`src/design/ped_pkg.sv`:
```
// ----------------------------------------------------------------------------
// ped_pkg
// Shared types, character constants and hex helpers for the percent-escape
// decoder.
// ----------------------------------------------------------------------------
package ped_pkg;

  localparam logic [7:0] ChPlus    = 8'h2B;
  localparam logic [7:0] ChPercent = 8'h25;
  localparam logic [7:0] ChSpace   = 8'h20;

  localparam int unsigned MaxBytes          = 3;
  localparam int unsigned QueueDepthDefault = 4;

  typedef enum logic [1:0] {
    PhNone    = 2'd0,
    PhPercent = 2'd1,
    PhOneHex  = 2'd2
  } ped_phase_e;

  // What one input item releases: zero to three bytes, first in entry 0.
  typedef struct packed {
    logic [1:0]                     cnt;
    logic                           last;
    logic [MaxBytes-1:0][7:0]       bytes;
  } ped_bundle_t;

  typedef struct packed {
    logic full;
    logic empty;
  } ped_qstat_t;

  function automatic logic is_hex(input logic [7:0] c);
    return ((c >= 8'h30) && (c <= 8'h39)) ||
           ((c >= 8'h41) && (c <= 8'h46)) ||
           ((c >= 8'h61) && (c <= 8'h66));
  endfunction

  function automatic logic [3:0] hex_val(input logic [7:0] c);
    logic [7:0] v;
    v = 8'h00;
    if ((c >= 8'h30) && (c <= 8'h39)) begin
      v = c - 8'h30;
    end else if ((c >= 8'h41) && (c <= 8'h46)) begin
      v = c - 8'h37;
    end else if ((c >= 8'h61) && (c <= 8'h66)) begin
      v = c - 8'h57;
    end
    return v[3:0];
  endfunction

endpackage

```
`src/design/ped_front.sv`:
```
// ----------------------------------------------------------------------------
// ped_front
// Accepts raw bytes, tracks the escape state and turns each item into a
// bundle of zero to three decoded bytes for the queue.
// ----------------------------------------------------------------------------
module ped_front (
  input  logic                clk_i,
  input  logic                rst_ni,
  input  logic                cfg_we_i,
  input  logic                cfg_wdata_i,
  input  logic                in_valid_i,
  output logic                in_ready_o,
  input  logic [7:0]          in_byte_i,
  input  logic                in_last_i,
  input  ped_pkg::ped_qstat_t qstat_i,
  output logic                push_o,
  output ped_pkg::ped_bundle_t push_data_o
);
  import ped_pkg::*;

  logic        plus_q;
  ped_phase_e  phase_q, phase_d;
  logic [7:0]  hold_q, hold_d;
  logic        accept;
  ped_bundle_t bnd;
  logic [1:0]  n;
  logic        b_hex;
  logic        plain_start;
  logic [7:0]  plain_byte;

  assign in_ready_o = !qstat_i.full;
  assign accept     = in_valid_i && in_ready_o;
  assign b_hex      = is_hex(in_byte_i);

  // Decoding of the current byte with no escape pending.
  assign plain_start = (in_byte_i == ChPercent);
  assign plain_byte  = ((in_byte_i == ChPlus) && plus_q) ? ChSpace : in_byte_i;

  always_comb begin
    n       = 2'd0;
    bnd     = '0;
    phase_d = phase_q;
    hold_d  = hold_q;
    case (phase_q)
      PhPercent: begin
        if (b_hex) begin
          phase_d = PhOneHex;
          hold_d  = in_byte_i;
        end else begin
          bnd.bytes[n] = ChPercent;
          n = n + 2'd1;
          phase_d = plain_start ? PhPercent : PhNone;
          if (!plain_start) begin
            bnd.bytes[n] = plain_byte;
            n = n + 2'd1;
          end
        end
      end
      PhOneHex: begin
        if (b_hex) begin
          phase_d = PhNone;
          bnd.bytes[n] = {hex_val(hold_q), hex_val(in_byte_i)};
          n = n + 2'd1;
        end else begin
          bnd.bytes[n] = ChPercent;
          n = n + 2'd1;
          bnd.bytes[n] = hold_q;
          n = n + 2'd1;
          phase_d = plain_start ? PhPercent : PhNone;
          if (!plain_start) begin
            bnd.bytes[n] = plain_byte;
            n = n + 2'd1;
          end
        end
      end
      default: begin
        phase_d = plain_start ? PhPercent : PhNone;
        if (!plain_start) begin
          bnd.bytes[n] = plain_byte;
          n = n + 2'd1;
        end
      end
    endcase

    // The end of the string flushes a pending escape literally.
    if (in_last_i) begin
      if (phase_d == PhPercent) begin
        bnd.bytes[n] = ChPercent;
        n = n + 2'd1;
      end else if (phase_d == PhOneHex) begin
        bnd.bytes[n] = ChPercent;
        n = n + 2'd1;
        bnd.bytes[n] = hold_d;
        n = n + 2'd1;
      end
      phase_d = PhNone;
    end
    bnd.cnt  = n;
    bnd.last = in_last_i;
  end

  assign push_o      = accept && (n != 2'd0);
  assign push_data_o = bnd;

  always_ff @(posedge clk_i or negedge rst_ni) begin
    if (!rst_ni) begin
      plus_q  <= 1'b1;
      phase_q <= PhNone;
      hold_q  <= 8'h00;
    end else begin
      if (cfg_we_i) begin
        plus_q <= cfg_wdata_i;
      end
      if (accept) begin
        phase_q <= phase_d;
        hold_q  <= hold_d;
      end
    end
  end

endmodule

```
`src/design/ped_queue.sv`:
```
// ----------------------------------------------------------------------------
// ped_queue
// Short queue of decoded bundles between the front and the back.
// ----------------------------------------------------------------------------
module ped_queue #(
  parameter int unsigned Depth = ped_pkg::QueueDepthDefault
) (
  input  logic                 clk_i,
  input  logic                 rst_ni,
  input  logic                 push_i,
  input  ped_pkg::ped_bundle_t push_data_i,
  input  logic                 pop_i,
  output ped_pkg::ped_bundle_t head_o,
  output ped_pkg::ped_qstat_t  stat_o
);
  import ped_pkg::*;

  localparam int unsigned PtrW = (Depth > 1) ? $clog2(Depth) : 1;
  localparam int unsigned CntW = $clog2(Depth + 1);

  ped_bundle_t       mem_q [Depth];
  logic [PtrW-1:0]   wr_ptr_q, wr_ptr_d;
  logic [PtrW-1:0]   rd_ptr_q, rd_ptr_d;
  logic [CntW-1:0]   count_q, count_d;
  logic              do_push, do_pop;

  assign stat_o.full  = (count_q == CntW'(Depth));
  assign stat_o.empty = (count_q == '0);
  assign do_push      = push_i && !stat_o.full;
  assign do_pop       = pop_i && !stat_o.empty;
  assign head_o       = mem_q[rd_ptr_q];

  always_comb begin
    wr_ptr_d = wr_ptr_q;
    rd_ptr_d = rd_ptr_q;
    count_d  = count_q;
    if (do_push) begin
      wr_ptr_d = (wr_ptr_q == PtrW'(Depth - 1)) ? '0 : wr_ptr_q + 1'b1;
    end
    if (do_pop) begin
      rd_ptr_d = (rd_ptr_q == PtrW'(Depth - 1)) ? '0 : rd_ptr_q + 1'b1;
    end
    if (do_push && !do_pop) begin
      count_d = count_q + 1'b1;
    end else if (do_pop && !do_push) begin
      count_d = count_q - 1'b1;
    end
  end

  always_ff @(posedge clk_i or negedge rst_ni) begin
    if (!rst_ni) begin
      wr_ptr_q <= '0;
      rd_ptr_q <= '0;
      count_q  <= '0;
    end else begin
      wr_ptr_q <= wr_ptr_d;
      rd_ptr_q <= rd_ptr_d;
      count_q  <= count_d;
    end
  end

  always_ff @(posedge clk_i) begin
    if (do_push) begin
      mem_q[wr_ptr_q] <= push_data_i;
    end
  end

`ifndef SYNTHESIS
  a_no_push_full: assert property (@(posedge clk_i) disable iff (!rst_ni)
    push_i |-> !stat_o.full)
    else $error("bundle pushed into a full queue");
  a_count_bound: assert property (@(posedge clk_i) disable iff (!rst_ni)
    count_q <= CntW'(Depth))
    else $error("queue count beyond depth");
`endif

endmodule

```
`src/design/ped_back.sv`:
```
// ----------------------------------------------------------------------------
// ped_back
// Walks the bundle at the head of the queue one byte per cycle into the
// output register, while that register is empty or its byte is being taken.
// ----------------------------------------------------------------------------
module ped_back (
  input  logic                 clk_i,
  input  logic                 rst_ni,
  input  ped_pkg::ped_bundle_t head_i,
  input  ped_pkg::ped_qstat_t  qstat_i,
  output logic                 pop_o,
  output logic                 out_valid_o,
  input  logic                 out_ready_i,
  output logic [7:0]           out_byte_o,
  output logic                 out_last_o
);
  import ped_pkg::*;

  logic [1:0] idx_q, idx_d;
  logic       out_valid_q, out_valid_d;
  logic [7:0] out_byte_q, out_byte_d;
  logic       out_last_q, out_last_d;
  logic       out_free, take, at_end;

  assign out_free = !out_valid_q || out_ready_i;
  assign take     = out_free && !qstat_i.empty;
  assign at_end   = (idx_q == head_i.cnt - 2'd1);
  assign pop_o    = take && at_end;

  always_comb begin
    idx_d       = idx_q;
    out_valid_d = out_valid_q;
    out_byte_d  = out_byte_q;
    out_last_d  = out_last_q;
    if (out_free) begin
      out_valid_d = !qstat_i.empty;
    end
    if (take) begin
      out_byte_d = head_i.bytes[idx_q];
      out_last_d = head_i.last && at_end;
      idx_d      = at_end ? 2'd0 : idx_q + 2'd1;
    end
  end

  always_ff @(posedge clk_i or negedge rst_ni) begin
    if (!rst_ni) begin
      idx_q       <= 2'd0;
      out_valid_q <= 1'b0;
    end else begin
      idx_q       <= idx_d;
      out_valid_q <= out_valid_d;
    end
  end

  always_ff @(posedge clk_i) begin
    out_byte_q <= out_byte_d;
    out_last_q <= out_last_d;
  end

  assign out_valid_o = out_valid_q;
  assign out_byte_o  = out_byte_q;
  assign out_last_o  = out_last_q;

`ifndef SYNTHESIS
  a_head_nonzero: assert property (@(posedge clk_i) disable iff (!rst_ni)
    !qstat_i.empty |-> (head_i.cnt != 2'd0))
    else $error("empty bundle reached the back");
  a_idx_bound: assert property (@(posedge clk_i) disable iff (!rst_ni)
    !qstat_i.empty |-> (idx_q < head_i.cnt))
    else $error("byte index beyond bundle count");
  a_idx_idle: assert property (@(posedge clk_i) disable iff (!rst_ni)
    qstat_i.empty |-> (idx_q == 2'd0))
    else $error("byte index left mid-bundle with an empty queue");
`endif

endmodule

```
`src/design/percent_escape_decoder.sv`:
```
// ----------------------------------------------------------------------------
// percent_escape_decoder
// URL percent decoding of a byte stream with optional plus-to-space.
// ----------------------------------------------------------------------------
// Usage:
//   The slave stream carries the encoded string one byte per item, tlast
//   on the final byte. The master stream carries decoded bytes, tlast on
//   the final decoded byte of each string. cfg_we_i writes the plus mode
//   (1 turns '+' into a space); write it only while the block is idle.
//   The first byte an accepted item releases passes through the bundle
//   queue and then the output register before it is valid on the master
//   side. The front takes one item per cycle while the bundle queue has
//   room; the back sends one byte per cycle while m_axis_tready allows,
//   so an item that releases two or three bytes holds the back until all
//   of them are sent, and a run of such items fills the queue and drops
//   s_axis_tready. A stall on m_axis_tready holds the output register,
//   then the queue, then the slave side. Reset empties the queue and the
//   output register, clears any pending escape and sets the plus mode to 1.
// ----------------------------------------------------------------------------
module percent_escape_decoder #(
  parameter int unsigned QueueDepth = ped_pkg::QueueDepthDefault
) (
  input  logic       clk_i,
  input  logic       rst_ni,
  input  logic       cfg_we_i,
  input  logic       cfg_wdata_i,     // plus_as_space
  input  logic       s_axis_tvalid,
  output logic       s_axis_tready,
  input  logic [7:0] s_axis_tdata,    // [7:0] in_byte
  input  logic       s_axis_tlast,
  output logic       m_axis_tvalid,
  input  logic       m_axis_tready,
  output logic [7:0] m_axis_tdata,    // [7:0] out_byte
  output logic       m_axis_tlast
);
  import ped_pkg::*;

  ped_qstat_t  qstat;
  ped_bundle_t push_data, head;
  logic        push, pop;

  ped_front u_front (
    .clk_i       (clk_i),
    .rst_ni      (rst_ni),
    .cfg_we_i    (cfg_we_i),
    .cfg_wdata_i (cfg_wdata_i),
    .in_valid_i  (s_axis_tvalid),
    .in_ready_o  (s_axis_tready),
    .in_byte_i   (s_axis_tdata),
    .in_last_i   (s_axis_tlast),
    .qstat_i     (qstat),
    .push_o      (push),
    .push_data_o (push_data)
  );

  ped_queue #(
    .Depth (QueueDepth)
  ) u_queue (
    .clk_i       (clk_i),
    .rst_ni      (rst_ni),
    .push_i      (push),
    .push_data_i (push_data),
    .pop_i       (pop),
    .head_o      (head),
    .stat_o      (qstat)
  );

  ped_back u_back (
    .clk_i       (clk_i),
    .rst_ni      (rst_ni),
    .head_i      (head),
    .qstat_i     (qstat),
    .pop_o       (pop),
    .out_valid_o (m_axis_tvalid),
    .out_ready_i (m_axis_tready),
    .out_byte_o  (m_axis_tdata),
    .out_last_o  (m_axis_tlast)
  );

endmodule
```
`config.mk`:
```
export PLATFORM = sky130hd
export DESIGN_NAME = percent_escape_decoder
export DESIGN_NICKNAME = d
export VERILOG_FILES = /design/src/design/ped_pkg.sv /design/src/design/ped_front.sv /design/src/design/ped_queue.sv /design/src/design/ped_back.sv /design/src/design/percent_escape_decoder.sv
export SDC_FILE = /design/constraint.sdc
export NUM_CORES = 1
export LEC_CHECK = 0
export BUFFER_PORTS_ARGS = -buffer_cell sky130_fd_sc_hd__buf_4
export CORE_ASPECT_RATIO = 1.4
export CORE_MARGIN = 4
export CORE_UTILIZATION = 25
export CTS_CLUSTER_DIAMETER = 200
export CTS_CLUSTER_SIZE = 8
export DETAILED_ROUTE_END_ITERATION = 10
export GPL_TIMING_DRIVEN = 0
export PLACE_DENSITY_LB_ADDON = 0.1
export SYNTH_ARGS = -nofsm -noshare
export SYNTH_HDL_FRONTEND = slang
export SYNTH_SLANG_ARGS = --single-unit
```
`constraint.sdc`:
```
create_clock -name clk_i -period 4.5 [get_ports clk_i]
set_input_delay 0.225 -clock clk_i [delete_from_list [all_inputs] [get_ports clk_i]]
set_output_delay 0.225 -clock clk_i [all_outputs]
set_load 0.02 [all_outputs]
```
Word-level counts from Yosys, hierarchy flattened
Memories as Yosys holds them, arrays and structs flattened.
Index checks and enable logic that the tools add are counted.

operators by class
  muxes and demuxes = 47
  order comparisons = 17
  add/sub/neg operators = 14
  reduce and logical (&&, ||, !) cells = 29
  equality and inequality tests = 10
  bitwise operators = 3

operator list
  operator                                                            count
  2-to-1 mux 24 bit                                                   3
  2-to-1 mux 8 bit                                                    9
  demux 8 bit (select 2 bit)                                          2
  greater-or-equal comparator 8 x 7 -> 1 bit (second input constant)  4
  less-or-equal comparator 8 x 7 -> 1 bit (second input constant)     4
  2-to-1 mux 16 bit                                                   2
  case mux 8 bit (2 select lines)                                     2
  bitwise mux 24 bit                                                  1
  2-to-1 mux 2 bit                                                    12
  2-to-1 mux 4 bit                                                    6
  logical AND 1 bit                                                   18
  binary-select mux 8 bit (select 2 bit)                              1
  equality test 8 x 6 -> 1 bit (second input constant)                2
  greater-or-equal comparator 8 x 6 -> 1 bit (second input constant)  2
  less-or-equal comparator 8 x 6 -> 1 bit (second input constant)     2
  subtractor 4 x 3 -> 4 bit (second input constant)                   4
  AND 15 bit                                                          1
  NOT 15 bit                                                          1
  adder 2 x 1 -> 2 bit (second input constant)                        5
  < comparator 2 x 3 -> 1 bit (second input constant)                 3
  bitwise OR 9 bit                                                    1
  equality test 2 bit (second input constant)                         4
  case mux 2 bit (2 select lines)                                     2
  subtractor 4 x 1 -> 4 bit (second input constant)                   2
  other kinds (13)                                                    27

storage, ports and cells
  output and inout port bits = 11
  memory bits (writable) = 108
  input bits = 15
  memories = 1
  logic and storage cells = 131
  bits in registers = 30

memories
  memory         depth  width  rd ports  clocked after memory_dff  wr ports  line             source
  u_queue.mem_q  4      27     1         0                         1         ped_queue.sv:21  ped_bundle_t mem_q [Depth];

Logic depth before layout (Yosys ltp)
  depth in word-level cells = 18
  depth in mapped cells = 17
  gate-level depth less buffers = 16

By module
Synthesis repeated with hierarchy kept, for this count alone.

unflattened totals
  cell total of the unflattened synthesis = 468
  area total of the unflattened synthesis = 6877.8 um^2

by module, submodules not included
  module     cells an instance  area each (um^2)  seq. area each (um^2)  instances
  ped_queue  178                4352.9            3418.3                 1
  ped_front  234                1903.1            276.5                  1
  ped_back   56                 621.8             345.3                  1

Worst setup path before layout
OpenSTA, ideal clock, no wires.

  path kind = input to register
  start point = input port s_axis_tdata[1]
  end point = memory u_queue.mem_q[0][0] in the netlist's numbering (enable)
  buffers on the path = 1
  stages = 12
  setup slack = 660 ps
  setup time = 386 ps
  arrival time = 3454 ps
  required time = 4114 ps
  cells stage by stage = clkbuf_1 inv_1 ha_1 nor3b_1 a311oi_2 a21o_2 or3_1 ha_1 inv_1 a2111o_1 a21oi_4 and2_1

on the way
  word-level cells in the longest chain between the ends = 16
  elaborated cells on any way between the ends = 34
  classes of those cells = add/sub: 2; order compare: 6; eq/ne: 3; mux: 15; reduce/logical: 8

RTL lines
  item                                                                line                              source
  start: declaration                                                  percent_escape_decoder.sv:29      input logic [7:0] s_axis_tdata,
  greater-or-equal comparator 8 x 6 -> 1 bit (tied with other cells)  ped_pkg.sv:34                     return ((c >= 8'h30) && (c <= 8'h39)) ||
  logical AND 1 bit (on tied branches)                                ped_pkg.sv:34, ped_pkg.sv:35
  logical OR 1 bit                                                    ped_pkg.sv:34
  logical OR 1 bit                                                    ped_pkg.sv:35                     ((c >= 8'h41) && (c <= 8'h46)) ||
  2-to-1 mux 2 bit (on tied branches)                                 ped_front.sv:60, ped_front.sv:46
  case mux 2 bit (2 select lines)                                     ped_front.sv:44                   case (phase_q)
  adder 2 x 1 -> 2 bit                                                ped_front.sv:89, ped_front.sv:92
  adder 2 x 1 -> 2 bit                                                ped_front.sv:94                   n = n + 2'd1;
  2-to-1 mux 2 bit                                                    ped_front.sv:90                   end else if (phase_d == PhOneHex) begin
  2-to-1 mux 2 bit                                                    ped_front.sv:87                   if (phase_d == PhPercent) begin
  2-to-1 mux 2 bit *                                                  ped_front.sv:86                   if (in_last_i) begin
  nonzero test 2 bit *                                                ped_front.sv:102                  assign push_o = accept && (n != 2'd0);
  logical AND 1 bit *                                                 ped_front.sv:102
  logical AND 1 bit *                                                 ped_queue.sv:29                   assign do_push = push_i && !stat_o.full;
  named net u_queue.do_push                                           ped_queue.sv:25                   logic do_push, do_pop;
  2-to-1 mux 1 bit *                                                  ped_queue.sv:63                   if (do_push) begin
  2-to-1 mux 1 bit (not written as such) *                            ped_queue.sv:64                   mem_q[wr_ptr_q] <= push_data_i;
  end: declaration                                                    ped_queue.sv:21

Mark *: on every way through the listed nets, which the timed path passes. The rest lies on a longest branch.

Worst setup path after layout
  start point = input port s_axis_tdata[0]
  end point = register u_queue.count_q[2]

on the way
  word-level cells in the longest chain between the ends = 17
  elaborated cells on any way between the ends = 37
  classes of those cells = add/sub: 2; order compare: 6; eq/ne: 3; mux: 14; reduce/logical: 12

RTL lines
  item                                                                line                              source
  greater-or-equal comparator 8 x 6 -> 1 bit (tied with other cells)  ped_pkg.sv:34
  logical AND 1 bit (on tied branches)                                ped_pkg.sv:34, ped_pkg.sv:35
  logical OR 1 bit                                                    ped_pkg.sv:34
  logical OR 1 bit                                                    ped_pkg.sv:35
  2-to-1 mux 2 bit (on tied branches)                                 ped_front.sv:60, ped_front.sv:46
  case mux 2 bit (2 select lines)                                     ped_front.sv:44
  adder 2 x 1 -> 2 bit                                                ped_front.sv:89, ped_front.sv:92
  adder 2 x 1 -> 2 bit                                                ped_front.sv:94
  [... 2 more ...]                                                    -
  2-to-1 mux 2 bit *                                                  ped_front.sv:86
  nonzero test 2 bit *                                                ped_front.sv:102
  logical AND 1 bit *                                                 ped_front.sv:102
  logical AND 1 bit *                                                 ped_queue.sv:29
  named net u_queue.do_push                                           ped_queue.sv:25
  zero test 1 bit                                                     ped_queue.sv:45                   end else if (do_pop && !do_push) begin
  logical AND 1 bit                                                   ped_queue.sv:45
  nonzero test 2 bit (no source line)                                 -
  end signal: assignment                                              ped_queue.sv:58                   count_q <= count_d;
  end: declaration                                                    ped_queue.sv:24                   logic [CntW-1:0] count_q, count_d;

Marks and branches as above.
A chain may end at the register's enable or synchronous reset.

==> results.py <==
metrics = {
    "status": {
        "status": "complete, no violations",
    },
    "final_layout": {
        "final_cell_mix": "117 x edfxtp_1, 38 x nand2_1, 31 x inv_1, 27 x mux4_2, 25 x buf_4",
        "final_cell_count_no_fill": 842,
        "layout_commonest_cell": "edfxtp_1",
        "drive_gt1_share_pct": 21.81,
        "syn2layout_area_growth_pct": 18.63,
        "diodes": 0,
        "nNetsFinal": 543,
    },
    "grt": {
        "track_usage_pct": 12.31,
        "grt_antenna_before_repair": 0,
        "grt_max_degree": 28,
        "grt_pass1_wl_mm": 26.58,
        "grt-ovfl-total": 0,
        "grt_pass1_vias": 4275,
    },
    "cts": {
        "path_clk_slew_ns": 0.06,
        "clock_latency_ns": 0.42,
        "cts_tree": "yes",
        "cts-root-buf": "clkbuf_16",
        "cts_buffers": 17,
        "cts_buffer_depth": 2,
        "clkSinkCount": 138,
        "htree_levels": 4,
        "post-cts-setup-buffers": 0,
    },
    "critical_path": {
        "path_cells": "buf_4, clkbuf_1, inv_1, ha_1, o21bai_1, a21oi_1, a21o_2, or3_1, ha_1, inv_1, a2111o_1, a21oi_4, ha_1, inv_1, fa_1, xor2_1, nor2_1, xor2_1",
        "cp_top_family": "compound AO/OA/AOI/OAI gates",
        "reg2reg_to": "u_queue.count_q[2]",
        "critical_path_class": "input port to register",
        "crit_slowest_cell": "or3_1",
        "start_kind": "input port",
        "cp_max_fo": 9,
        "r2r_start": "u_front.phase_q[0]",
        "critPathCaptureType": "register",
        "r2r_cells": 14,
        "rrSetupSlack_ns": 0.65,
        "critPathLaunch": "s_axis_tdata[0]",
        "cp.required_ns": 4.83,
        "path_depth": 18,
        "critPathMaxStageDelay_ns": 0.44,
        "arrival_ns": 4.50,
        "path_buf_inv": 5,
    },
    "routing": {
        "avgViaCountPerCell": 4.723,
        "wl_per_cell_um": 20.47,
        "wirelength_mm": 17.24,
        "firstDrtPassIters": 4,
        "drtIter0Drc": 235,
        "ant_nets": 0,
        "vias": 3977,
        "drcViolationCount": 0,
    },
    "pwr": {
        "ir_drop_mv": 0.2635,
        "p_leak_nw": 2.882,
        "pwr_density_cell_mw_per_mm2": 568.6,
    },
    "logic_synthesis": {
        "ys_async_sr_fraction_pct": 15.22,
        "syn_inst": 462,
        "ys_types": 71,
        "synth_top_cell_by_area": "edfxtp_1",
        "syn_area_mm2": 0.006635,
        "synth-edff-count": 117,
        "ys_ff_latch": 138,
        "synth_seq_area_share_pct": 60.89,
        "ys.flop_type": "edfxtp_1",
        "synth_area_leaders": "edfxtp_1 53%, mux4_2 9.2%, dfrtp_1 7.5%",
        "syn_area_per_cell_um2": 14.36,
        "synth_top_area_share_pct": 52.95,
        "ys_warn_count": 0,
        "syn_nets": 500,
    },
    "timing": {
        "max_freq_ghz": 0.2402,
        "tightest_slew_ns": 0.8828,
        "slew_violations": 0,
        "skew_ns": 0.01086,
        "finalCriticalPeriod_ns": 4.163,
        "min_period_over_period_pct": 92.52,
        "fin_ws_ns": 0.3367,
        "finalHoldViolCount": 0,
        "slew_headroom_pct": 41.14,
        "setup_viol": 0,
        "grt_setup_unrepaired": "no",
    },
    "flow_run": {
        "drv_cap": 0,
    },
    "floorplan": {
        "fp.dieH_um": 200.8,
        "die-area_mm2": 0.02925,
        "floorplan.initialDensity_pct": 25.34,
        "io_pins": 26,
        "row_count": 70,
        "fp.dieW_um": 145.7,
        "core_area_mm2": 0.02619,
    },
    "place": {
        "place.gp.congestion": 0.8739,
        "place_ws_ns": -0.07640,
        "dp_hpwl_mm": 12.42,
        "dp_cells": 809,
        "io_buffer_count": 23,
    },
    "worst_hold_path": {
        "hold_start": "cfg_wdata_i",
        "worstHoldEndpoint": "u_front.plus_q",
        "worst_hold_path_type": "input port to register",
        "whs_path_depth": 2,
    },
}
==> registers in the layout, indices dropped and copies added, names as in the netlist <==
register,flops
u_back.out_byte_o,8
u_queue.mem_q,108
u_back.out_last_o,1
u_queue.wr_ptr_q,2
u_queue.rd_ptr_q,2
u_front.phase_q,2
u_front.plus_q,1
u_back.out_valid_o,1
u_front.hold_q,8
u_queue.count_q,3
u_back.idx_q,2
==> Yosys cell counts, drive strengths merged (3+ instances only) <==
master  count
nor2       19
mux2        7
a22oi       8
xor2        3
a32o        3
nand2      38
nor2b       4
nor3        6
mux4       27
a32oi       3
xnor2       4
edfxtp    117
buf         9
o22ai      13
a21o        7
inv        31
a31oi       4
o311ai      3
nand3       5
dfrtp      20
and2       12
mux2i       9
ha         22
o21ai      19
o21bai      3
nand2b      5
a21oi      11
clkbuf     12
==> timing repair <==
item                      CTS  global route
hold endpoints to repair   21             0
hold buffers                1             0
gates resized for setup     0             0
==> worst reg2reg max path: stages, from the launching register on <==
cell	delay, ns
dfrtp_1	0.39
inv_1	0.06
ha_1	0.33
clkbuf_1	0.27
or3_1	0.50
ha_1	0.36
inv_1	0.05
a2111o_1	0.42
a21oi_4	0.26
ha_1	0.24
inv_1	0.06
fa_1	0.37
xor2_1	0.17
nor2_1	0.11
xor2_1	0.17
==> layout make-up <==
| class | instances | area (µm²) |
|---|---|---|
| fill | 2603 | 18320 |
| timing repair buffer | 24 | 182.7 |
| sequential | 138 | 4040 |
| tap | 324 | 405.4 |
| clock buffer | 19 | 442.9 |
| buffer | 21 | 98.84 |
| clock inverter | 13 | 200.2 |
| inverter | 31 | 116.4 |
| multi-input combinational | 272 | 2385 |
==> worst max path at each step <==
stage	endpoint	slack, ns
after floorplan	u_queue.mem_q[0][0]	0.66
after global placement	u_queue.mem_q[0][22]	-0.67
after detailed placement	u_queue.mem_q[0][5]	-0.08
after CTS	u_queue.count_q[2]	0.35
after global routing	u_queue.count_q[2]	0.08
final	u_queue.count_q[2]	0.34
==> layer usage <==
metal,vias to the layer above,wire (µm),global-route usage [%]
met5,-,0,0
met4,0,471,5.295
met3,27,465,2.891
met2,73,9129,22.09
met1,2011,7172,13.89
li1,1866,-,-
==> where the power goes <==
group	total (mW)	switching [mW]	internal, mW
Clock	1.51	0.514	0.993
Combinational	1.24	0.703	0.534
Sequential	1.73	0.0816	1.65
Total	4.48	1.30	3.18
==> cells by family (layout without fill, tap and decap cells) <==
kind of cell             after synthesis  count (layout)  synth area share [%]
AO/OA/AOI/OAI                         95              95                 10.45
XOR/XNOR                               7               7                0.9240
adder cells (fa/ha/maj)               23              23                 4.450
buffers and inverters                 52             108                 3.243
flip-flops                           138             138                 60.89
multiplexers                          43              43                 11.82
AND/OR/NAND/NOR                      104             104                 8.222
==> through the flow <==
| step | setup TNS [ns] | utilization [%] | power, mW | hold WS (ns) | instance area [µm²] |
|---|---|---|---|---|---|
| final | 0 | 30.06 | 4.476 | 0.03766 | 7871 |
| after global placement | -70.63 | 27.54 | 3.035 | 0.1423 | 7213 |
| after global routing | 0 | 30.06 | 4.718 | 0.02399 | 7871 |
| after detailed placement | -6.835 | 27.56 | 3.056 | 0.1458 | 7218 |
| after floorplan | 0 | - | 2.597 | -0.07059 | 6635 |
| after CTS | 0 | 30.06 | 4.579 | 0.01682 | 7871 |
Power figures use the tool's default switching activity.
